**src/design/lbgs_pkg.sv**
```systemverilog
`timescale 1ns / 1ps

package lbgs_pkg;

  localparam int unsigned MAX_SAMPLES = 4096;
  localparam int unsigned CNT_W       = $clog2(MAX_SAMPLES + 1);

  // Shared multiplier: signed 33x33, wide enough for 32-bit signed and unsigned operands.
  localparam int unsigned OP_W   = 33;
  localparam int unsigned PROD_W = 2 * OP_W;

  localparam int unsigned DIVD_W     = 64;
  localparam int unsigned DIVD_CNT_W = $clog2(DIVD_W);

  localparam logic [15:0] LR_RESET = 16'd655;

  localparam logic signed [31:0] INT32_MAX = 32'sh7FFF_FFFF;
  localparam logic signed [31:0] INT32_MIN = 32'sh8000_0000;
  localparam logic signed [47:0] S48_MAX   = 48'sh7FFF_FFFF_FFFF;
  localparam logic signed [47:0] S48_MIN   = 48'sh8000_0000_0000;
  localparam logic signed [63:0] INT64_MAX = 64'sh7FFF_FFFF_FFFF_FFFF;
  localparam logic signed [63:0] INT64_MIN = 64'sh8000_0000_0000_0000;

  typedef enum logic [1:0] {
    REG_LEARNING_RATE  = 2'd0,
    REG_INITIAL_WEIGHT = 2'd1,
    REG_INITIAL_BIAS   = 2'd2
  } cfg_reg_e;

  typedef struct packed {
    logic                start;
    logic [DIVD_W-1:0]   dividend;
    logic [CNT_W-1:0]    divisor;
  } div_req_t;

  typedef struct packed {
    logic                done;
    logic [DIVD_W-1:0]   quotient;
  } div_rsp_t;

endpackage

```
**src/design/lbgs_mul.sv**
```systemverilog
`timescale 1ns / 1ps

module lbgs_mul (
  input  logic                                 clk_i,
  input  logic signed [lbgs_pkg::OP_W-1:0]     a_i,
  input  logic signed [lbgs_pkg::OP_W-1:0]     b_i,
  output logic signed [lbgs_pkg::PROD_W-1:0]   prod_o
);

  localparam int unsigned ProdW = lbgs_pkg::PROD_W;

  logic signed [ProdW-1:0] prod_d;
  logic signed [ProdW-1:0] prod_q;

  assign prod_d = ProdW'(a_i) * ProdW'(b_i);

  always_ff @(posedge clk_i) begin
    prod_q <= prod_d;
  end

  assign prod_o = prod_q;

endmodule

```
**config.mk**
```make
export PLATFORM = sky130hd
export DESIGN_NAME = lbgs_mul
export DESIGN_NICKNAME = d
export VERILOG_FILES = /design/src/design/lbgs_pkg.sv /design/src/design/lbgs_mul.sv
export SDC_FILE = /design/constraint.sdc
export NUM_CORES = 2
export LEC_CHECK = 0
export BUFFER_PORTS_ARGS = -buffer_cell sky130_fd_sc_hd__clkbuf_2
export CAP_MARGIN = 20
export CORE_MARGIN = 2
export CORE_UTILIZATION = 41
export DETAILED_ROUTE_END_ITERATION = 8
export GPL_ROUTABILITY_DRIVEN = 0
export GPL_TIMING_DRIVEN = 0
export PLACE_DENSITY_LB_ADDON = 0.2
export SLEW_MARGIN = 20
export SYNTH_ARGS = -nofsm -noshare
export SYNTH_HDL_FRONTEND = slang
export SYNTH_SLANG_ARGS = --single-unit
```
**constraint.sdc**
```tcl
create_clock -name clk_i -period 11.8 [get_ports clk_i]
set_input_delay 3.54 -clock clk_i [delete_from_list [all_inputs] [get_ports clk_i]]
set_output_delay 3.54 -clock clk_i [all_outputs]
set_load 0.05 [all_outputs]
```
Word level (Yosys, flattened, before mapping)
Cells that the tools add are included.
- register bits: 66
- input bits: 67
- output and inout port bits: 66
- word-level logic and storage cells: 2
- multipliers: 1
- operator list (kind ; count):
    $mul 33x33->66 ; 1

Longest topological paths before layout
- depth in word-level cells: 1
- gate-level depth with buffers: 29
- depth with buffers taken out: 27

Worst setup path before layout
No wires, ideal clock.
- kind: in2reg
- from: input port a_i[32] in the netlist's numbering
- to: register prod_q[65], in the netlist prod_o[65]
- library setup time: 0.072 ns
- data arrival time: 10.689 ns
- required time: 11.728 ns
- path slack: 1.039 ns
- cell stages on the path: 22
- buffers on the path: 2
- cell sequence: clkbuf_1 > nand2_1 > inv_1 > fa_1 > fa_1 > fa_1 > fa_1 > fa_1 > fa_1 > fa_1 > inv_1 > fa_1 > inv_1 > ha_1 > clkbuf_1 > a21o_1 > a21o_1 > a221o_1 > a31oi_2 > o211ai_1 > o41ai_2 > xnor2_1
- longest elaborated chain between the ends: 1
- RTL lines (element ; RTL line ; text):
    start: declaration ; lbgs_mul.sv:5 ; input logic signed [lbgs_pkg::OP_W-1:0] a_i,
    $mul 33x33->66 ; lbgs_mul.sv:15 ; assign prod_d = ProdW'(a_i) * ProdW'(b_i);
    via prod_d[65] ; lbgs_mul.sv:12 ; logic signed [ProdW-1:0] prod_d;
    end signal: assignment ; lbgs_mul.sv:18 ; prod_q <= prod_d;
    end: declaration ; lbgs_mul.sv:13 ; logic signed [ProdW-1:0] prod_q;
The timed path passes the listed nets, and every way through them passes these cells.

Worst setup path in the final report
- from: input port b_i[21] in the netlist's numbering
- to: register prod_q[65], in the netlist prod_o[65]
- longest elaborated chain between the ends: 1
- RTL lines (element ; RTL line ; text):
    start: declaration ; lbgs_mul.sv:6 ; input logic signed [lbgs_pkg::OP_W-1:0] b_i,
    $mul 33x33->66 ; lbgs_mul.sv:15 ;
    via prod_d[65] ; lbgs_mul.sv:12 ;
The timed path passes the listed nets, and every way through them passes these cells.

==> reports/metrics.yaml <==
run_status:
  run_status: "finished with violations"
  violations: "negative setup slack"
timing:
  relSlewSlack_pct: 21.70
  max_freq_mhz: 84.69
  final.setup.worst_slack_ps: -7.449
  rsz0062_at_grt: "true"
  fin_crit_ps: 11810
  post-route-period-util_pct: 100.1
  hold_viol_final: 0
  slew_viol_final: 0
  tightest_slew_ps: 1174
  setup_viol_count_final: 1
  fin_setup_tns_ps: -7.449
grt:
  grt_first_pass_wirelength_um: 219200
  first_global_vias: 32675
  overflow: 0
  antenna_found_initial: 27
  grt_max_degree: 27
  grt.total_usage_pct: 30.31
place:
  post-place-ws_ps: -1090
  portBuffers: 132
  placed_area_um2: 42640
  dp_hpwl_um: 125500
setup_path:
  critPathMaxFanout: 10
  start_kind: "input pin"
  cp.required_ps: 12150
  arrival_ps: 12150
  path_class: "input pin to register"
  cp-end-kind: "register"
yosys:
  synthDominantCellAreaShare_pct: 56.79
  syn_area_um2: 40370
  ys.flop_type: "dfxtp_1"
  ys_seq_elements: 66
  seq_area_frac_synth_pct: 3.273
  avgSynthCellArea_um2: 9.383
  synth_top_area_cell: "fa_1"
  ys_async_sr_fraction_pct: 0
  synthTopCellsByArea: "fa_1, inv_1, and2_1, ha_1, nand2_1"
  yosysWarnings: 0
  yosysUniqueCellTypes: 61
  syn-num-nets: 5731
  synth_cells: 4302
  synth_edf_count: 0
die:
  placeableCoreArea_um2: 97990
  num_rows: 115
  io-pin-count: 133
  die_h_um: 317.8
  die-area_um2: 101000
  start_util_pct: 41.20
  die_w_um: 317.8
layout:
  drive_above_1_share_pct: 5.227
  post-route-cell-area_um2: 43170
  syn_to_final_growth_pct: 6.956
  fill_cells: 9770
  largest_reg_flops: 66
  utilization_pct: 44.06
  mostFrequentLayoutCells: "fa_1, inv_1, and2_1"
  final_common_cell: "fa_1"
  multiInputGateArea_um2: 34010
  final_nets: 5882
  regArea_um2: 1321
flow_run:
  drv_cap: 0
cts:
  clockBufferDepth: 2
  cts_sinks: 66
  htreeDepth: 3
  cts_hold_buf: 0
  cts_root_buffer: "clkbuf_16"
  cts_tree: "yes"
  clkTransAtPathRegs_ps: 60
  cts_made_buffers: 9
routing:
  via_per_inst: 5.243
  drt_first_iter_violations: 2627
  drt-total-wl_um: 147700
  drc: 0
  first_pass_iters: 7
  dr_total_vias: 30206
  antenna_left: 0
  routedWlPerCell_um: 25.64
worst_hold_path:
  min-delay-path-class: "input pin to register"
-- metal layers --
layer  track usage [%]  share of wire [%]
met3             8.394                 11
met5                 0               0.13
met2             46.77                 45
met4             15.56                6.2
met1             39.14                 38
-- worst max-delay path, stage by stage --
cell      delay [ps]
clkbuf_2         400
clkbuf_1         840
and2_1           280
fa_1             400
inv_1             90
fa_1             410
inv_1             80
fa_1             460
fa_1             680
fa_1             490
fa_1             500
fa_1             500
inv_1             50
fa_1             480
inv_1             40
ha_1             250
clkbuf_1         190
and4_1           310
and3_1           230
a31oi_1          170
o21ai_0          280
a221o_1          450
a31oi_4          310
o211ai_1         240
o41ai_2          290
xnor2_1          150
-- layout make-up --
type                    count  share of cell area, %
multi-input cells        2882                  78.78
repair buffers            141                  1.774
diodes                     16                0.09274
inverters                1133                  9.850
clock buffers               9                 0.5216
well taps                1287                  3.730
clock inverters             7                 0.1188
plain buffers             220                  2.072
flip-flops and latches     66                  3.060
-- cell usage after synthesis (2+ instances only) --
library cell and n:
fa_1 1145, inv_1 1133, and2_1 562, nand2_1 543
clkbuf_1 220, ha_1 217, a21oi_1 73, dfxtp_1 66
xnor2_1 55, nor2_1 47, o21ai_0 37, a21o_1 28
xor2_1 20, nand3_1 18, a31oi_1 9, nand2b_1 9
nand4_1 9, o21bai_1 8, and3_1 7, and4_1 7
nor3_1 7, o211ai_1 7, o21a_1 7, a211oi_1 5
nor4_1 5, o21ai_1 5, a211oi_2 4, or2_2 4
a221o_1 3, nor2b_1 3, o21ba_2 3, o22ai_1 3
a311o_1 2, nand3b_1 2, o221ai_1 2, o41ai_2 2
-- metrics by stage --
step,hold slack (ps),std cells
2_1_floorplan,3667,4302
3_3_place_gp,3903,5721
3_5_place_dp,3915,5721
4_1_cts,3482,5738
5_1_grt,3514,5746
6_report,3511,5761
-- kinds of logic (layout without fill, tap and decap cells) --
kind of cell / after synthesis / in the layout / share of synthesized area, %
DFF: 66 / 66 / 3.273
buffers and inverters: 1354 / 1510 / 12.61
and+or+nand+nor: 1228 / 1228 / 15.38
adders and majority gates: 1362 / 1362 / 63.51
other: 0 / 16 / 0
xor gates and xnor gates: 75 / 75 / 1.627
AOI/OAI and AO/OA: 217 / 217 / 3.599
-- worst paths after layout --
path	from	end	depth (start not counted)
max	b_i[21]	prod_o[65]	26
min	a_i[0]	prod_o[0]	2
-- what timing repair did --
| action | 4_1_cts | 5_1_grt |
|---|---|---|
| setup endpoints to repair | 17 | 13 |
| setup buffers | 2 | 6 |
| pin swaps | 1 | 3 |
| resized for setup | 28 | 74 |
Power is not shown: default switching activity piles up to over one toggle a cycle in this logic, so the estimate is an artifact.
