File: src/design/lbgs_pkg.sv
`timescale 1ns / 1ps

package lbgs_pkg;

  localparam int unsigned MAX_SAMPLES = 4096;
  localparam int unsigned CNT_W       = $clog2(MAX_SAMPLES + 1);

  // Shared multiplier: signed 33x33, wide enough for 32-bit signed and unsigned operands.
  localparam int unsigned OP_W   = 33;
  localparam int unsigned PROD_W = 2 * OP_W;

  localparam int unsigned DIVD_W     = 64;
  localparam int unsigned DIVD_CNT_W = $clog2(DIVD_W);

  localparam logic [15:0] LR_RESET = 16'd655;

  localparam logic signed [31:0] INT32_MAX = 32'sh7FFF_FFFF;
  localparam logic signed [31:0] INT32_MIN = 32'sh8000_0000;
  localparam logic signed [47:0] S48_MAX   = 48'sh7FFF_FFFF_FFFF;
  localparam logic signed [47:0] S48_MIN   = 48'sh8000_0000_0000;
  localparam logic signed [63:0] INT64_MAX = 64'sh7FFF_FFFF_FFFF_FFFF;
  localparam logic signed [63:0] INT64_MIN = 64'sh8000_0000_0000_0000;

  typedef enum logic [1:0] {
    REG_LEARNING_RATE  = 2'd0,
    REG_INITIAL_WEIGHT = 2'd1,
    REG_INITIAL_BIAS   = 2'd2
  } cfg_reg_e;

  typedef struct packed {
    logic                start;
    logic [DIVD_W-1:0]   dividend;
    logic [CNT_W-1:0]    divisor;
  } div_req_t;

  typedef struct packed {
    logic                done;
    logic [DIVD_W-1:0]   quotient;
  } div_rsp_t;

endpackage

File: src/design/lbgs_div.sv
`timescale 1ns / 1ps

module lbgs_div (
  input  logic                clk_i,
  input  logic                rst_ni,
  input  lbgs_pkg::div_req_t  req_i,
  output lbgs_pkg::div_rsp_t  rsp_o
);

  localparam int unsigned DivW  = lbgs_pkg::DIVD_W;
  localparam int unsigned CntW  = lbgs_pkg::CNT_W;
  localparam int unsigned StepW = lbgs_pkg::DIVD_CNT_W;

  typedef enum logic [1:0] {
    D_IDLE,
    D_RUN,
    D_FIX
  } div_state_e;

  div_state_e        state_q;
  logic [DivW-1:0]   quo_q;
  logic [CntW-1:0]   rem_q;
  logic [CntW-1:0]   dsr_q;
  logic              neg_q;
  logic [StepW-1:0]  step_q;
  logic [DivW-1:0]   res_q;
  logic              done_q;

  logic [DivW-1:0]   mag;
  logic [CntW:0]     rem_sh;
  logic              fits;
  logic [CntW:0]     rem_sub;
  logic [CntW-1:0]   rem_d;

  // Divide the magnitude; the divisor is always positive, so the sign follows the dividend.
  assign mag     = req_i.dividend[DivW-1] ? (~req_i.dividend + DivW'(1)) : req_i.dividend;
  assign rem_sh  = {rem_q, quo_q[DivW-1]};
  assign fits    = rem_sh >= {1'b0, dsr_q};
  assign rem_sub = rem_sh - {1'b0, dsr_q};
  assign rem_d   = fits ? rem_sub[CntW-1:0] : rem_sh[CntW-1:0];

  always_ff @(posedge clk_i or negedge rst_ni) begin
    if (!rst_ni) begin
      state_q <= D_IDLE;
      quo_q   <= '0;
      rem_q   <= '0;
      dsr_q   <= '0;
      neg_q   <= 1'b0;
      step_q  <= '0;
      res_q   <= '0;
      done_q  <= 1'b0;
    end else begin
      done_q <= 1'b0;
      unique case (state_q)
        D_IDLE: begin
          if (req_i.start) begin
            quo_q   <= mag;
            rem_q   <= '0;
            dsr_q   <= req_i.divisor;
            neg_q   <= req_i.dividend[DivW-1];
            step_q  <= '0;
            state_q <= D_RUN;
          end
        end
        D_RUN: begin
          // One quotient bit per cycle, most significant first.
          rem_q  <= rem_d;
          quo_q  <= {quo_q[DivW-2:0], fits};
          step_q <= step_q + StepW'(1);
          if (step_q == StepW'(DivW - 1)) begin
            state_q <= D_FIX;
          end
        end
        D_FIX: begin
          res_q   <= neg_q ? (~quo_q + DivW'(1)) : quo_q;
          done_q  <= 1'b1;
          state_q <= D_IDLE;
        end
        default: state_q <= D_IDLE;
      endcase
    end
  end

  assign rsp_o.done     = done_q;
  assign rsp_o.quotient = res_q;

endmodule

File: config.mk
export PLATFORM = sky130hd
export DESIGN_NAME = lbgs_div
export DESIGN_NICKNAME = d
export VERILOG_FILES = /design/src/design/lbgs_pkg.sv /design/src/design/lbgs_div.sv
export SDC_FILE = /design/constraint.sdc
export NUM_CORES = 1
export LEC_CHECK = 0
export BUFFER_PORTS_ARGS = -buffer_cell sky130_fd_sc_hd__buf_2
export CAP_MARGIN = 20
export CORE_MARGIN = 2
export CORE_UTILIZATION = 52
export CTS_BUF_LIST = sky130_fd_sc_hd__clkbuf_16
export DETAILED_ROUTE_END_ITERATION = 8
export PLACE_DENSITY = 0.79
export RECOVER_POWER = 50
export SYNTH_ARGS = -nofsm -noshare
export SYNTH_HDL_FRONTEND = slang
export SYNTH_SLANG_ARGS = --single-unit
File: constraint.sdc
create_clock -name clk_i -period 3.2 [get_ports clk_i]
set_clock_uncertainty 0.2 [all_clocks]
set_input_delay 0.64 -clock clk_i [delete_from_list [all_inputs] [get_ports clk_i]]
set_output_delay 0.64 -clock clk_i [all_outputs]
set_load 0.01 [all_outputs]
== Word level (Yosys, flattened, before mapping) ==
Cells that the tools add are included.

* Register bits: 164
* Bits of input ports: 80
* Output and inout port bits: 65
* Word-level logic and storage cells: 38

* $add $sub $neg: 4
* Order comparisons: 1
* Eq/ne operators: 5
* Muxes and demuxes: 13
* Bitwise logic cells: 2
* Reductions and logical operators: 5

{| class="wikitable"
|+ Operators with widths
! kind !! number
|-
| $mux 64 || 3
|-
| $add 64x1->64 const B || 2
|-
| $not 64->64 || 2
|-
| $pmux 64 s2 || 1
|-
| $mux 13 || 2
|-
| $pmux 13 s2 || 1
|-
| $ge 14x13->1 || 1
|-
| $sub 13x13->13 || 1
|-
| $pmux 6 s2 || 1
|-
| $add 6x1->6 const B || 1
|-
| $eq 6x6->1 const B || 1
|-
| $mux 6 || 1
|-
| $reduce_and 2->1 || 3
|-
| $mux 2 || 2
|-
| $ne 2x2->1 const B || 2
|-
| $pmux 2 s2 || 1
|-
| $eq 2x1->1 const B || 1
|-
| $eq 2x2->1 const B || 1
|-
| $logic_not 2->1 || 1
|-
| $reduce_bool 2->1 || 1
|-
| $mux 1 || 1
|}

== Longest topological paths before layout ==
* Word-level depth: 5
* Gate-level depth with buffers: 12
* Depth with buffers taken out: 10

== Worst setup path before layout ==
Ideal clock, no wire load.

* Path kind: input to register
* From: in req_i[19] (netlist name)
* To: reg quo_q[62]
* Setup time: 130 ps
* Data arrival time: 3,157 ps
* Data required time: 2,870 ps
* Slack: -287 ps
* Cell stages on the path: 7
* Path buffers: 0
* Cell sequence: or4_4 > or4b_4 > or3_4 > or4_4 > o41ai_2 > xor2_1 > o21ai_1

* Cells in the longest elaborated chain, start to end: 5

{| class="wikitable"
|+ Ends and longest elaborated chain
! item !! line !! source
|-
| start, declared || lbgs_div.sv:6 || <nowiki>input lbgs_pkg::div_req_t req_i,</nowiki>
|-
| $not 64->64 || lbgs_div.sv:36 || <nowiki>assign mag = req_i.dividend[DivW-1] ? (~req_i.dividend + DivW'(1)) : req_i.dividend;</nowiki>
|-
| $add 64x1->64 || lbgs_div.sv:36 ||
|-
| $mux 64 || lbgs_div.sv:36 ||
|-
| $mux 64 || lbgs_div.sv:56 || <nowiki>if (req_i.start) begin</nowiki>
|-
| $pmux 64 s2 || lbgs_div.sv:54 || <nowiki>unique case (state_q)</nowiki>
|-
| end signal, assigned || lbgs_div.sv:57 || <nowiki>quo_q <= mag;</nowiki>
|-
| end signal, assigned || lbgs_div.sv:68 || <nowiki>quo_q <= {quo_q[DivW-2:0], fits};</nowiki>
|-
| end, declared || lbgs_div.sv:21 || <nowiki>logic [DivW-1:0] quo_q;</nowiki>
|}

Every way passes these cells. The select of a mux whose other input is x is not followed.
A chain may end at the register's enable or synchronous reset.

== Final worst setup path ==
* From: reg quo_q[0]
* To: reg res_q[60]

* Cells in the longest elaborated chain, start to end: 3

{| class="wikitable"
|+ Ends and longest elaborated chain
! item !! line !! source
|-
| $not 64->64 || lbgs_div.sv:75 || <nowiki>res_q <= neg_q ? (~quo_q + DivW'(1)) : quo_q;</nowiki>
|-
| $add 64x1->64 || lbgs_div.sv:75 ||
|-
| $mux 64 || lbgs_div.sv:75 ||
|-
| end signal, assigned || lbgs_div.sv:75 ||
|-
| end, declared || lbgs_div.sv:26 || <nowiki>logic [DivW-1:0] res_q;</nowiki>
|}

Every way passes these cells.

==> out/metrics.cfg <==
[status]
status=finished with violations
violations=max-capacitance violations, max-slew violations

[yosys]
synth_most_common_cell=o21ai_0
synthCells=1082
ys_seq_elements=164
syn-num-nets=1179
synth_ff_type=dfrtp_1
synth.distinct_cells=54
yosysWarnings=0
synthTopCellsByCount=o21ai_0 (180), dfrtp_1 (164), nand2_1 (139), xor2_1 (112), clkbuf_1 (65)
ys_async_sr_fraction=1.00
avgSynthCellArea_um2=8.92
syn_area_um2=9650
synth_top_area_frac=0.425
yosysTopAreaCell=dfrtp_1
seq_area_frac_synth=0.425
synth_edf_count=0
synth_area_leaders=dfrtp_1 (43%), xor2_1 (10%), o21ai_0 (9.3%), nand2_1 (5.4%), a22oi_1 (3.6%)

[pwr]
p_leak_uw=0.00528
p_per_area_nw_per_um2=763
peakVddDrop_v=0.000620
p_total_uw=9210

[drt]
routed_wl_mm=27.6
drt_iter0_drc=990
vias_per_cell=6.02
ant_nets=0
post_drt_wl_per_cell_um=17.9
first_pass_iters=7
vias=9260
drc_errors=0

[setup_path]
critPathLaunchType=flop
end_kind=flop
worstSetupPathType=flop to flop
cp_data_arrival_time_ps=3250
required_ps=3320
critPathMaxFanout=5

[die]
die_h_um=140
core-area_um2=18100
initial_utilization=0.534
dieArea_um2=19700
die_w_um=140
num_io_pins=145
num_rows=49

[sta]
rsz0062_at_grt=true
fin_crit_sh=0.978
tns_ps=0
max_slew_margin=-0.0763
hold_viol_final=0
min_period_ps=3130
tightest_slew_ps=1610
slew_viol_final=63
fmax_mhz=320
fin_hold_ws_ps=202
setup_viol=0

[clock_network]
cts_hold_buf=0
cts_made_buffers=17
clockRootBuffer=clkbuf_16
path_clk_slew_ps=60
clock_sinks=164
cts_tree=built
clockBufferDepth=2
clk_latency_ps=440
htreeDepth=4

[final_layout]
design_area_um2=12100
drive_gt1_frac=0.232
layout.nets=1390
fillers=1456
areaGrowthSynthToFinish_pct=25.1

[placement]
place_area_um2=11300
hpwl_mm=19.7
port_buffers=144
gp_congestion=0.945

[grt]
grt_pass1_vias=8810
grt_usage=0.282
overflow=0
grt_pass1_wl_mm=44.5
grt_max_degree=70
antenna_found_initial=2

[worst_hold_path]
hp-class=primary input to flop

[run]
maxCapViolations=1

-- path summary, 6_finish.rpt --
path / startpoint / endpoint / slack [ps] / cells past startpoint
worst max-delay path: quo_q[0] / res_q[60] / 70 / 10
worst min-delay path: req_i[12] / dsr_q[12] / 200 / 3
worst max register to register: quo_q[0] / res_q[60] / 70 / 10
worst min register to register: res_q[48] / res_q[48] / 270 / 2
max in group asynchronous: rst_ni / rem_q[5] / 520 / 2
min in group asynchronous: rst_ni / res_q[26] / 420 / 1
-- layout by cell type (no fill, tap or decap), drive strengths merged, types with 8 or more instances in the layout --
cell      n
a21oi    25
a22oi    46
buf     225
clkbuf   52
dfrtp   164
ha       16
inv      27
nand2   139
nand2b    9
nand3    20
nand4     8
nor2     33
nor3     15
nor4      8
o21ai   183
o22ai    26
o31ai    38
o41ai    20
or2       9
or3      21
or4      27
xnor2    19
xor2    112
-- cell type report --
class                           instances  area (µm²)  area share
Antenna cell                            4        10.0    0.000829
Clock buffer                           17         425      0.0352
Clock inverter                         14         194      0.0161
Inverter                               25        93.8     0.00777
Multi-Input combinational cell        825        5380       0.445
Sequential cell                       164        4100       0.340
Tap cell                              229         287      0.0237
Timing Repair Buffer                  260        1580       0.131
-- through the flow --
stage / worst slack (ps) / cells / util
final: 71.1 / 1538 / 0.667
after global routing: -32.9 / 1534 / 0.667
after CTS: 21.4 / 1530 / 0.664
after detailed placement: -366 / 1499 / 0.627
after global placement: -329 / 1499 / 0.627
after floorplan: -180 / 1082 / -
-- logic make-up after synthesis --
logic type / Yosys count / synth area share
adders and majority gates: 17 / 0.0228
DFF: 164 / 0.425
xor gates and xnor gates: 131 / 0.119
muxes: 5 / 0.00519
buffers and inverters: 93 / 0.0367
and+or+nand+nor: 307 / 0.159
AOI/OAI and AO/OA: 365 / 0.233
-- report_power, final --
group / switching, µW / internal [µW] / leakage [µW]
clock network: 843 / 1360 / 0.000312
registers: 706 / 2650 / 0.00204
logic: 1950 / 1700 / 0.00293
total: 3490 / 5710 / 0.00528
-- flip-flops by register name, summed over array words and instances (netlist names) --
register / cells
step_q: 6
quo_q: 64
neg_q: 1
done_q: 1
rem_q: 13
res_q: 64
state_q: 2
dsr_q: 13
-- routing by layer --
| layer | vias to the layer above | global-route usage | wire length, µm |
|---|---|---|---|
| met5 | - | 0 | 7 |
| met4 | 2 | 0.0893 | 636 |
| met3 | 54 | 0.0561 | 2210 |
| met2 | 418 | 0.457 | 13200 |
| met1 | 4413 | 0.384 | 11600 |
| li1 | 4373 | - | - |
-- repair_timing --
| item | in CTS | in global routing |
|---|---|---|
| buffers inserted | 0 | 4 |
| gates resized for setup | 7 | 25 |
| pin swaps | 1 | 7 |
| setup endpoints to repair | 13 | 27 |
-- worst max-delay path: stages, from the launching register on --
cell and delay (ps):
dfrtp_1 410, inv_2 90, ha_4 140, or3b_4 370
or4_4 620, nor4_4 150, buf_4 190, nand4b_1 220
o41ai_2 370, xor2_1 180, o21ai_1 90
Note: power is estimated with default switching activity, not from simulation.
